### config.mk
export PLATFORM = sky130hd
export DESIGN_NAME = riscv_privileged_system_unit
export DESIGN_NICKNAME = d
export VERILOG_FILES = /design/src/rpsu_pkg.sv /design/src/rpsu_exec.sv /design/src/riscv_privileged_system_unit.sv
export SDC_FILE = /design/constraint.sdc
export NUM_CORES = 1
export LEC_CHECK = 0
export BUFFER_PORTS_ARGS = -buffer_cell sky130_fd_sc_hd__buf_2
export CORE_MARGIN = 1.5
export CORE_UTILIZATION = 42
export DETAILED_ROUTE_END_ITERATION = 12
export HOLD_SLACK_MARGIN = 0.15
export PLACE_DENSITY = 0.72
export REMOVE_ABC_BUFFERS = 1
export SETUP_SLACK_MARGIN = 0.05
export SLEW_MARGIN = 20
export SYNTH_ARGS = -nofsm -noshare
export SYNTH_HDL_FRONTEND = slang
export SYNTH_SLANG_ARGS = --single-unit
### constraint.sdc
create_clock -name aclk -period 7.85 [get_ports aclk]
set_input_delay 0.785 -clock aclk [delete_from_list [all_inputs] [get_ports aclk]]
set_output_delay 0.785 -clock aclk [all_outputs]
set_load 0.02 [all_outputs]
### src/rpsu_pkg.sv
// ============================================================================
// rpsu_pkg: shared types and codes for the privileged system unit
// Holds the transaction structs, instruction, privilege, exception and TLB
// flush codes, mstatus bit positions and the ASID mask.
// ============================================================================
`default_nettype none

package rpsu_pkg;

    // Number of ASID bits that the address translation supports.
    localparam int ASID_WIDTH = 9;
    localparam int ASID_OUT_BITS = 9;
    localparam int ASID_KEEP = (ASID_WIDTH > ASID_OUT_BITS) ? ASID_OUT_BITS : ASID_WIDTH;
    localparam logic [ASID_OUT_BITS-1:0] ASID_MASK =
        ASID_OUT_BITS'((33'd1 << ASID_KEEP) - 33'd1);

    // Instruction codes.
    localparam logic [2:0] OP_ECALL  = 3'd0;
    localparam logic [2:0] OP_SRET   = 3'd1;
    localparam logic [2:0] OP_MRET   = 3'd2;
    localparam logic [2:0] OP_WFI    = 3'd3;
    localparam logic [2:0] OP_SFENCE = 3'd4;

    // Privilege levels.
    localparam logic [1:0] PRIV_U    = 2'd0;
    localparam logic [1:0] PRIV_S    = 2'd1;
    localparam logic [1:0] PRIV_RSVD = 2'd2;
    localparam logic [1:0] PRIV_M    = 2'd3;

    // Exception codes.
    localparam logic [2:0] EXC_NONE    = 3'd0;
    localparam logic [2:0] EXC_ILLEGAL = 3'd1;
    localparam logic [2:0] EXC_ECALL_U = 3'd2;
    localparam logic [2:0] EXC_ECALL_S = 3'd3;
    localparam logic [2:0] EXC_ECALL_M = 3'd4;

    // TLB flush kinds.
    localparam logic [2:0] FLUSH_NONE      = 3'd0;
    localparam logic [2:0] FLUSH_ALL       = 3'd1;
    localparam logic [2:0] FLUSH_ASID      = 3'd2;
    localparam logic [2:0] FLUSH_ADDR      = 3'd3;
    localparam logic [2:0] FLUSH_ASID_ADDR = 3'd4;

    // mstatus bit positions.
    localparam int ST_SIE  = 1;
    localparam int ST_MIE  = 3;
    localparam int ST_SPIE = 5;
    localparam int ST_MPIE = 7;
    localparam int ST_SPP  = 8;
    localparam int ST_MPP_LO = 11;
    localparam int ST_MPP_HI = 12;
    localparam int ST_MPRV = 17;
    localparam int ST_TVM  = 20;
    localparam int ST_TW   = 21;
    localparam int ST_TSR  = 22;

    typedef struct packed {
        logic [2:0]  opcode;
        logic [1:0]  cur_priv;
        logic [31:0] status_in;
        logic [31:0] sepc_in;
        logic [31:0] mepc_in;
        logic [4:0]  rs1_index;
        logic [4:0]  rs2_index;
        logic [31:0] rs1_value;
        logic [31:0] rs2_value;
    } in_item_t;

    typedef struct packed {
        logic [2:0]               exception;
        logic [1:0]               new_priv;
        logic [31:0]              status_out;
        logic                     redirect;
        logic [31:0]              next_pc;
        logic                     standby;
        logic [2:0]               flush_kind;
        logic [ASID_OUT_BITS-1:0] flush_asid;
        logic [31:0]              flush_addr;
    } out_item_t;

endpackage

`default_nettype wire

### src/rpsu_exec.sv
// ============================================================================
// rpsu_exec: decode and execute one privileged system instruction
// Checks privilege and the TSR, TW and TVM trap bits, then builds the new
// privilege, mstatus, return target, standby request and TLB flush command.
// ============================================================================
`default_nettype none

module rpsu_exec (
    input  rpsu_pkg::in_item_t  item_i,
    output rpsu_pkg::out_item_t result_o
);

    logic [2:0]  exc;
    logic [1:0]  npriv;
    logic [31:0] nst;
    logic        redir;
    logic [31:0] npc;
    logic        stby;
    logic [2:0]  kind;
    logic [rpsu_pkg::ASID_OUT_BITS-1:0] asid;
    logic [31:0] addr;
    logic        in_u;
    logic        in_s;
    logic        rs1_zero;
    logic        rs2_zero;
    logic [1:0]  mpp;

    always_comb begin
        in_u     = (item_i.cur_priv == rpsu_pkg::PRIV_U);
        in_s     = (item_i.cur_priv == rpsu_pkg::PRIV_S);
        rs1_zero = (item_i.rs1_index == 5'd0);
        rs2_zero = (item_i.rs2_index == 5'd0);
        mpp      = item_i.status_in[rpsu_pkg::ST_MPP_HI:rpsu_pkg::ST_MPP_LO];

        exc   = rpsu_pkg::EXC_NONE;
        npriv = item_i.cur_priv;
        nst   = item_i.status_in;
        redir = 1'b0;
        npc   = 32'd0;
        stby  = 1'b0;
        kind  = rpsu_pkg::FLUSH_NONE;
        asid  = '0;
        addr  = 32'd0;

        if (item_i.cur_priv == rpsu_pkg::PRIV_RSVD) begin
            exc = rpsu_pkg::EXC_ILLEGAL;
        end else begin
            case (item_i.opcode)
                rpsu_pkg::OP_ECALL: begin
                    if (in_u) begin
                        exc = rpsu_pkg::EXC_ECALL_U;
                    end else if (in_s) begin
                        exc = rpsu_pkg::EXC_ECALL_S;
                    end else begin
                        exc = rpsu_pkg::EXC_ECALL_M;
                    end
                end
                rpsu_pkg::OP_SRET: begin
                    if (in_u || (in_s && item_i.status_in[rpsu_pkg::ST_TSR])) begin
                        exc = rpsu_pkg::EXC_ILLEGAL;
                    end else begin
                        npriv = item_i.status_in[rpsu_pkg::ST_SPP]
                              ? rpsu_pkg::PRIV_S : rpsu_pkg::PRIV_U;
                        nst[rpsu_pkg::ST_SIE]  = item_i.status_in[rpsu_pkg::ST_SPIE];
                        nst[rpsu_pkg::ST_SPIE] = 1'b1;
                        nst[rpsu_pkg::ST_SPP]  = 1'b0;
                        nst[rpsu_pkg::ST_MPRV] = 1'b0;
                        redir = 1'b1;
                        npc   = item_i.sepc_in;
                    end
                end
                rpsu_pkg::OP_MRET: begin
                    if (item_i.cur_priv != rpsu_pkg::PRIV_M) begin
                        exc = rpsu_pkg::EXC_ILLEGAL;
                    end else begin
                        // A reserved MPP value is passed through unchanged.
                        npriv = mpp;
                        nst[rpsu_pkg::ST_MIE]  = item_i.status_in[rpsu_pkg::ST_MPIE];
                        nst[rpsu_pkg::ST_MPIE] = 1'b1;
                        nst[rpsu_pkg::ST_MPP_HI:rpsu_pkg::ST_MPP_LO] = rpsu_pkg::PRIV_U;
                        if (mpp != rpsu_pkg::PRIV_M) begin
                            nst[rpsu_pkg::ST_MPRV] = 1'b0;
                        end
                        redir = 1'b1;
                        npc   = item_i.mepc_in;
                    end
                end
                rpsu_pkg::OP_WFI: begin
                    if (in_u || (in_s && item_i.status_in[rpsu_pkg::ST_TW])) begin
                        exc = rpsu_pkg::EXC_ILLEGAL;
                    end else begin
                        stby = 1'b1;
                    end
                end
                rpsu_pkg::OP_SFENCE: begin
                    if (in_u || (in_s && item_i.status_in[rpsu_pkg::ST_TVM])) begin
                        exc = rpsu_pkg::EXC_ILLEGAL;
                    end else begin
                        if (!rs2_zero) begin
                            asid = item_i.rs2_value[rpsu_pkg::ASID_OUT_BITS-1:0]
                                 & rpsu_pkg::ASID_MASK;
                        end
                        if (!rs1_zero) begin
                            addr = item_i.rs1_value;
                        end
                        if (rs1_zero && rs2_zero) begin
                            kind = rpsu_pkg::FLUSH_ALL;
                        end else if (rs1_zero) begin
                            kind = rpsu_pkg::FLUSH_ASID;
                        end else if (rs2_zero) begin
                            kind = rpsu_pkg::FLUSH_ADDR;
                        end else begin
                            kind = rpsu_pkg::FLUSH_ASID_ADDR;
                        end
                    end
                end
                default: begin
                    exc = rpsu_pkg::EXC_ILLEGAL;
                end
            endcase
        end

        result_o.exception  = exc;
        result_o.new_priv   = npriv;
        result_o.status_out = nst;
        result_o.redirect   = redir;
        result_o.next_pc    = npc;
        result_o.standby    = stby;
        result_o.flush_kind = kind;
        result_o.flush_asid = asid;
        result_o.flush_addr = addr;
    end

endmodule

`default_nettype wire

### src/riscv_privileged_system_unit.sv
// An accepted instruction is captured in the input register, then moves to the
// result register, which drives m_valid and m_data.
// Throughput: one instruction per cycle; the input register and the result
// register each advance whenever the stage after them is empty or draining.
// Reset clears only the two stage valid bits; the data registers are not reset.
// ============================================================================
// riscv_privileged_system_unit: RV32 privileged system instruction unit
// Executes ECALL, SRET, MRET, WFI and SFENCE.VMA between an input register
// and a result register, with valid/ready flow control on both sides.
// ============================================================================
`default_nettype none

module riscv_privileged_system_unit (
    input  wire                  aclk,
    input  wire                  aresetn,
    input  wire                  s_valid,
    output logic                 s_ready,
    input  rpsu_pkg::in_item_t   s_data,
    output logic                 m_valid,
    input  wire                  m_ready,
    output rpsu_pkg::out_item_t  m_data
);

    rpsu_pkg::in_item_t  in_reg;
    logic                in_valid_reg;
    logic                in_valid_next;
    rpsu_pkg::out_item_t out_reg;
    logic                out_valid_reg;
    logic                out_valid_next;
    rpsu_pkg::out_item_t exec_result;
    logic                out_ready;
    logic                in_ready;

    rpsu_exec u_exec (
        .item_i   (in_reg),
        .result_o (exec_result)
    );

    assign out_ready = !out_valid_reg || m_ready;
    assign in_ready  = !in_valid_reg || out_ready;
    assign s_ready   = in_ready;
    assign m_valid   = out_valid_reg;
    assign m_data    = out_reg;

    always_comb begin
        in_valid_next  = in_ready ? s_valid : in_valid_reg;
        out_valid_next = out_ready ? in_valid_reg : out_valid_reg;
    end

    always_ff @(posedge aclk) begin
        if (!aresetn) begin
            in_valid_reg  <= 1'b0;
            out_valid_reg <= 1'b0;
        end else begin
            in_valid_reg  <= in_valid_next;
            out_valid_reg <= out_valid_next;
        end
    end

    always_ff @(posedge aclk) begin
        if (in_ready && s_valid) begin
            in_reg <= s_data;
        end
        if (out_ready && in_valid_reg) begin
            out_reg <= exec_result;
        end
    end

    // An accepted transaction always lands in the input register.
    a_accept_loads: assert property (@(posedge aclk) disable iff (!aresetn)
        (s_valid && s_ready) |=> in_valid_reg)
        else $error("accepted transaction not captured");

    // A stalled input stage keeps its instruction.
    a_in_hold: assert property (@(posedge aclk) disable iff (!aresetn)
        (in_valid_reg && !out_ready) |=> (in_valid_reg && $stable(in_reg)))
        else $error("input stage lost its instruction during a stall");

    // A trapped instruction has no side effects.
    a_trap_clean: assert property (@(posedge aclk) disable iff (!aresetn)
        (m_valid && (m_data.exception != rpsu_pkg::EXC_NONE)) |->
        (!m_data.redirect && !m_data.standby
         && (m_data.flush_kind == rpsu_pkg::FLUSH_NONE)))
        else $error("trapped instruction reports a side effect");

    // A result moves to the output whenever the output is free.
    a_out_moves: assert property (@(posedge aclk) disable iff (!aresetn)
        (in_valid_reg && out_ready) |=> out_valid_reg)
        else $error("result not moved into the output register");

endmodule

`default_nettype wire
==> impl_metrics.yaml, run 1 <==
outcome:
  outcome: "finished, final reports clean"
flow_run:
  timing.max_cap.violations: 0
finish:
  final_util_pct: 55.4
  finalInstanceArea_mm2: 0.0117
  largest_reg_flops: 152
  fin_nets: 924
  final_cell_mix: "272 x buf_2, 267 x edfxtp_1, 42 x and2_1, 40 x nor2_1, 32 x a22oi_1"
  area_growth_pct: 28.0
  final_common_cell: "buf_2"
  drive_gt1_share_pct: 42.6
  fin_cells: 1045
die:
  ios: 296
  die_y_um: 151
  core_area_mm2: 0.0212
  initial_utilization_pct: 43.2
  rows: 53
  die_w_um: 151
  dieArea_mm2: 0.0227
timing:
  finalSetupViolations: 0
  max_clock_freq_mhz: 429
  finalCritPeriodShare_pct: 29.7
  rsz0062_at_grt: "no"
  maxSlewViolCount: 0
  hold_viol: 0
  skew_ps: 15.8
  fin_crit_ps: 2330
  relSlewSlack_pct: 46.2
  setup_tns_ps: 0
  tightest_slew_ps: 807
detailed_routing:
  wl_mm: 18.4
  drt-met1-wl_mm: 7.07
  post_drt_wl_per_cell_um: 17.6
  wl_met2_mm: 8.87
  vias: 4908
  route.met3.wl_mm: 2.04
  final_antenna_net_count: 0
  viasPerCell: 4.70
  drc: 0
  drtPass1Iterations: 4
  routed.top_layer: "met4"
  drt_iter0_markers: 180
setup_path:
  ff2ff_path_depth: 3
  crit_path_cell_trace: "nor2b_1 -> and3_2 -> mux2_2"
  required_ps: 8130
  worstPathArrival_ps: 2610
  critPathBufInv: 0
  crit_fanout: 37
  worstSetupPathType: "reg2reg"
  slowest_stage: "and3_2"
  worst-path-stages: 3
  cp_top_family: "simple AND/OR/NAND/NOR gates"
  cpPeakStageDelay_ps: 760
  startpoint_type: "register"
  end_kind: "register"
cts:
  clk_latency_ps: 530
  cts_tree: "yes"
  clk_path_buf_depth: 3
  clkTransAtPathRegs_ps: 60
  cts_setup_buffers: 0
  numCtsBuffers: 28
  cts_resized: 0
  ctsHoldBuffers: 0
  root_buffer: "clkbuf_16"
  h-tree-depth: 1
  clock-sinks: 269
grt:
  antenna_found_initial: 0
  grt_usage_pct: 15.4
  grt_overflow_total: 0
  grt_max_degree: 64
  grt_pass1_vias: 4823
  grt_pass1_wl_mm: 26.4
synthesis:
  synthCells: 452
  synthDominantCellAreaShare_pct: 87.4
  syn_area_mm2: 0.00918
  synth.area.top_cells: "edfxtp_1 87%, and2_1 2.9%, a22oi_1 2.6%"
  synth_seq_cells: 269
  synth_seq_area_share_pct: 87.8
  synth_top_area_cell: "edfxtp_1"
  yosys_warnings: 0
  postSynthAreaPerCell_um2: 20.3
  ys_types: 39
pwr:
  clkPwrFrac_pct: 40.3
  switching_share_pct: 20.8
  power.switching_uw: 646
  p_leak_uw: 0.00436
  ir_worst_vdd_mv: 0.179
  p_per_area_mw_per_mm2: 265
  intPower_uw: 2470
  seqPwrFrac_pct: 54.3
  pwr-share-comb_pct: 5.4
hold_path:
  holdPathStages: 0
  min_path_type: "reg2reg"
place:
  dp_hpwl_mm: 12.1
  dpl_cell_area_mm2: 0.0109
  port_buffers: 272
  globalplace.congestion: 0.741
  dp_cells: 990
==> worst reg2reg max path, stage by stage, from the launching register on <==
cell      delay, ps
edfxtp_1        550
nor2b_1         330
and3_2          760
mux2_2          450
==> Yosys cell counts <==
cell type  instances
o21ai_0            1
a2111o_1           1
a22oi_1           32
nor3_1             4
o2bb2ai_1          1
or2_2              1
nand2_1            3
a21oi_1            5
o31a_1             1
o22ai_1            1
and2b_1            1
or4_1              2
or2_1              1
and3_1             2
a2111oi_0          1
o21a_1             2
buf_6              3
o211ai_1           1
xnor2_1            1
mux2_1             1
nor2b_1           10
nand2b_1           1
buf_2              8
inv_2              1
a211oi_2           1
nor4_1             1
mux2_2             1
or3_1              1
nand2b_4           2
clkbuf_1           3
edfxtp_1         267
nand3_1            1
nand3b_1           2
dfxtp_1            2
buf_4              1
and2_1            43
nor2_1            40
nor2_2             1
a311oi_1           1
==> routing by layer <==
| metal | vias to the layer above | track usage, % |
|---|---|---|
| met4 | 0 | 5.15 |
| met2 | 235 | 26.0 |
| met5 | - | 0 |
| met1 | 2309 | 18.6 |
| li1 | 2338 | - |
| met3 | 26 | 5.21 |
==> power groups by stage <==
stage	registers, uW	clock network, uW	logic, uW
2_1_floorplan	1760	0	42.7
3_3_place_gp	1720	0	168
5_1_grt	1700	1350	184
4_1_cts	1690	1290	173
6_report	1690	1250	169
3_5_place_dp	1720	0	172
==> per-stage QoR <==
stage,hold WS (ps),total power (uW),setup slack (ps)
finish,417,3110,5520
global route,393,3230,5360
CTS,395,3150,5390
detailed placement,405,1890,4990
global placement,401,1880,5060
floorplan,400,1810,1290
==> worst paths after layout <==
path,slack [ps],startpoint,to
max,5520,in_reg[174]$_DFFE_PP_,m_data[81]$_DFFE_PP_
min,420,in_reg[157]$_DFFE_PP_,m_data[97]$_DFFE_PP_
max reg2reg,5520,in_reg[174]$_DFFE_PP_,m_data[81]$_DFFE_PP_
min reg2reg,420,in_reg[157]$_DFFE_PP_,m_data[97]$_DFFE_PP_
==> cells by family after synthesis <==
kind of cell	count (synthesis)	synth area share (%)
buf+inv	16	1.05
mux	2	0.245
simple gates	116	6.90
xor+xnor	1	0.0955
compound gates	48	3.90
flops	269	87.8
==> cell type report <==
| type | instances | area (um^2) |
|---|---|---|
| antenna | 3 | 7.51 |
| clock inverter | 16 | 129 |
| sequential | 269 | 8060 |
| multi-input combinational | 167 | 1050 |
| tap | 275 | 344 |
| fill | 1682 | 9470 |
| clock buffer | 36 | 752 |
| inverter | 1 | 3.75 |
| timing repair buffer | 278 | 1410 |
No activity file was read; power rests on OpenSTA's default activity.
==> run 2: changes to the inputs <==
==> constraint.sdc (replaced) <==
create_clock -name aclk -period 2.35 [get_ports aclk]
set_input_delay 0.235 -clock aclk [delete_from_list [all_inputs] [get_ports aclk]]
set_output_delay 0.235 -clock aclk [all_outputs]
set_load 0.02 [all_outputs]
==> run 2 against run 1 <==
  * Non-clock buffer count is 158 higher
  * Worst hold slack got worse by 10 ps
  * Register-to-register slack worse by 5100 ps
  * Wire length grew 16%
  * Global-route usage increased by 2.5 points
  * Setup slack got worse by 5100 ps
  * Cell count up 15%
  * Sequential power grew to 3.3 times the previous value
  * Sequential share of layout area decreased by 8.2 points
  * Clock skew rose by 12 ps
  * Count of clock-buffer cells in the layout shrank 3
  * First-iteration DRC count up 52%
  * Critical path type unchanged
==> impl_metrics.yaml, run 2 (same netlist as run 1, synthesis figures left out) <==
cts:
  root_buffer: "clkbuf_16"
  clk_path_buf_depth: 3
  h-tree-depth: 1
  clk_latency_ps: 540
  numCtsBuffers: 28
  clock-sinks: 269
  cts_tree: "yes"
  clkTransAtPathRegs_ps: 60
  cts_resized: 0
  cts_setup_buffers: 0
finish:
  final_util_pct: 62.9
  final_cell_mix: "272 x buf_2, 267 x edfxtp_1, 156 x dlygate4sd3_1, 42 x and2_1, 40 x nor2_1"
  area_growth_pct: 45.4
  finalInstanceArea_mm2: 0.0133
  fin_nets: 1082
  drive_gt1_share_pct: 35.3
  largest_reg_flops: 152
  final_common_cell: "buf_2"
  n_antenna_cell: 0
place:
  dpl_cell_area_mm2: 0.0109
  pre_cts_ws_ps: 409
  dp_hpwl_mm: 12.1
  port_buffers: 272
  globalplace.congestion: 0.741
pwr:
  p_per_area_mw_per_mm2: 790
  p_leak_uw: 0.00502
  ir_worst_vdd_mv: 0.677
detailed_routing:
  post_drt_wl_per_cell_um: 17.8
  drtPass1Iterations: 5
  vias: 5694
  drc: 0
  wl_mm: 21.3
  viasPerCell: 4.75
  drt_iter0_markers: 273
  final_antenna_net_count: 0
setup_path:
  startpoint_type: "register"
  worstPathArrival_ps: 2340
  critPathBufInv: 0
  end_kind: "register"
  crit_fanout: 11
  cp_top_family: "simple AND/OR/NAND/NOR gates"
  worstSetupPathType: "reg2reg"
  slowest_stage: "edfxtp_1"
  required_ps: 2730
  cpPeakStageDelay_ps: 560
  crit_path_cell_trace: "nand2_1 -> a2111o_1 -> nor2_1 -> and2_1"
grt:
  grt_overflow_total: 0
  grt_pass1_vias: 5831
  antenna_found_initial: 0
  grt_pass1_wl_mm: 30.9
  grt_max_degree: 116
  grt_usage_pct: 18.0
timing:
  max_clock_freq_mhz: 511
  maxSlewViolCount: 0
  setup_tns_ps: 0
  tightest_slew_ps: 712
  finalSetupViolations: 0
  rsz0062_at_grt: "no"
  relSlewSlack_pct: 52.5
  finalCritPeriodShare_pct: 83.3
  hold_slack_ps: 407
  fin_crit_ps: 1960
  hold_viol: 0
  worst_slack_ps: 393
  skew_ps: 27.7
die:
  die_y_um: 151
  die_w_um: 151
  initial_utilization_pct: 43.2
  rows: 53
  ios: 296
  core_area_mm2: 0.0212
  dieArea_mm2: 0.0227
flow_run:
  timing.max_cap.violations: 0
outcome:
  outcome: "finished, final reports clean"
hold_path:
  min_path_type: "in2reg"
[run 2: layout make-up]
class	instances	area (um^2)
well taps	275	344
clock inverters	18	111
fillers	1468	7880
flip-flops and latches	269	8060
inverters	1	3.75
repair buffers	436	3050
clock buffers	33	741
multi-input cells	167	1040
[run 2: power breakdown]
part,total [uW],switching [uW],internal [uW]
combinational,803,422,382
sequential,5650,80.7,5570
clock,4090,1750,2340
[run 2: worst register-to-register path, cell delays in order, from the launching register on]
cell	delay, ps
edfxtp_1	560
nand2_1	130
a2111o_1	510
nor2_1	400
and2_1	210
[run 2: final timing paths]
check                                           start                       end  slack, ps  depth (start not counted)
worst min register to register  in_reg[168]$_DFFE_PP_     m_data[108]$_DFFE_PP_        420                          0
worst min-delay path                      s_data[139]     in_reg[139]$_DFFE_PP_        410                          2
worst max-delay path            in_reg[174]$_DFFE_PP_  m_data[37]$_SDFFCE_PP0P_        390                          4
worst max register to register  in_reg[174]$_DFFE_PP_  m_data[37]$_SDFFCE_PP0P_        390                          4
[run 2: through the flow]
stage | total power, uW | std cells
2_1_floorplan | 6040 | 437
3_3_place_gp | 6300 | 992
3_5_place_dp | 6330 | 992
4_1_cts | 10600 | 1199
5_1_grt | 10900 | 1199
6_report | 10500 | 1199
[run 2: what timing repair did]
item	4_1_cts	5_1_grt
hold buffers	156	0
hold endpoints to repair	154	0
setup endpoints to repair	0	0
[run 2: layer usage]
metal  global-route usage, %  wire length, um  part of all wire (%)
met1                    21.3             8010                    38
met2                    32.2            11000                    51
met3                    4.34             1910                   8.9
met4                    5.63              427                   2.0
met5                       0                0                     0
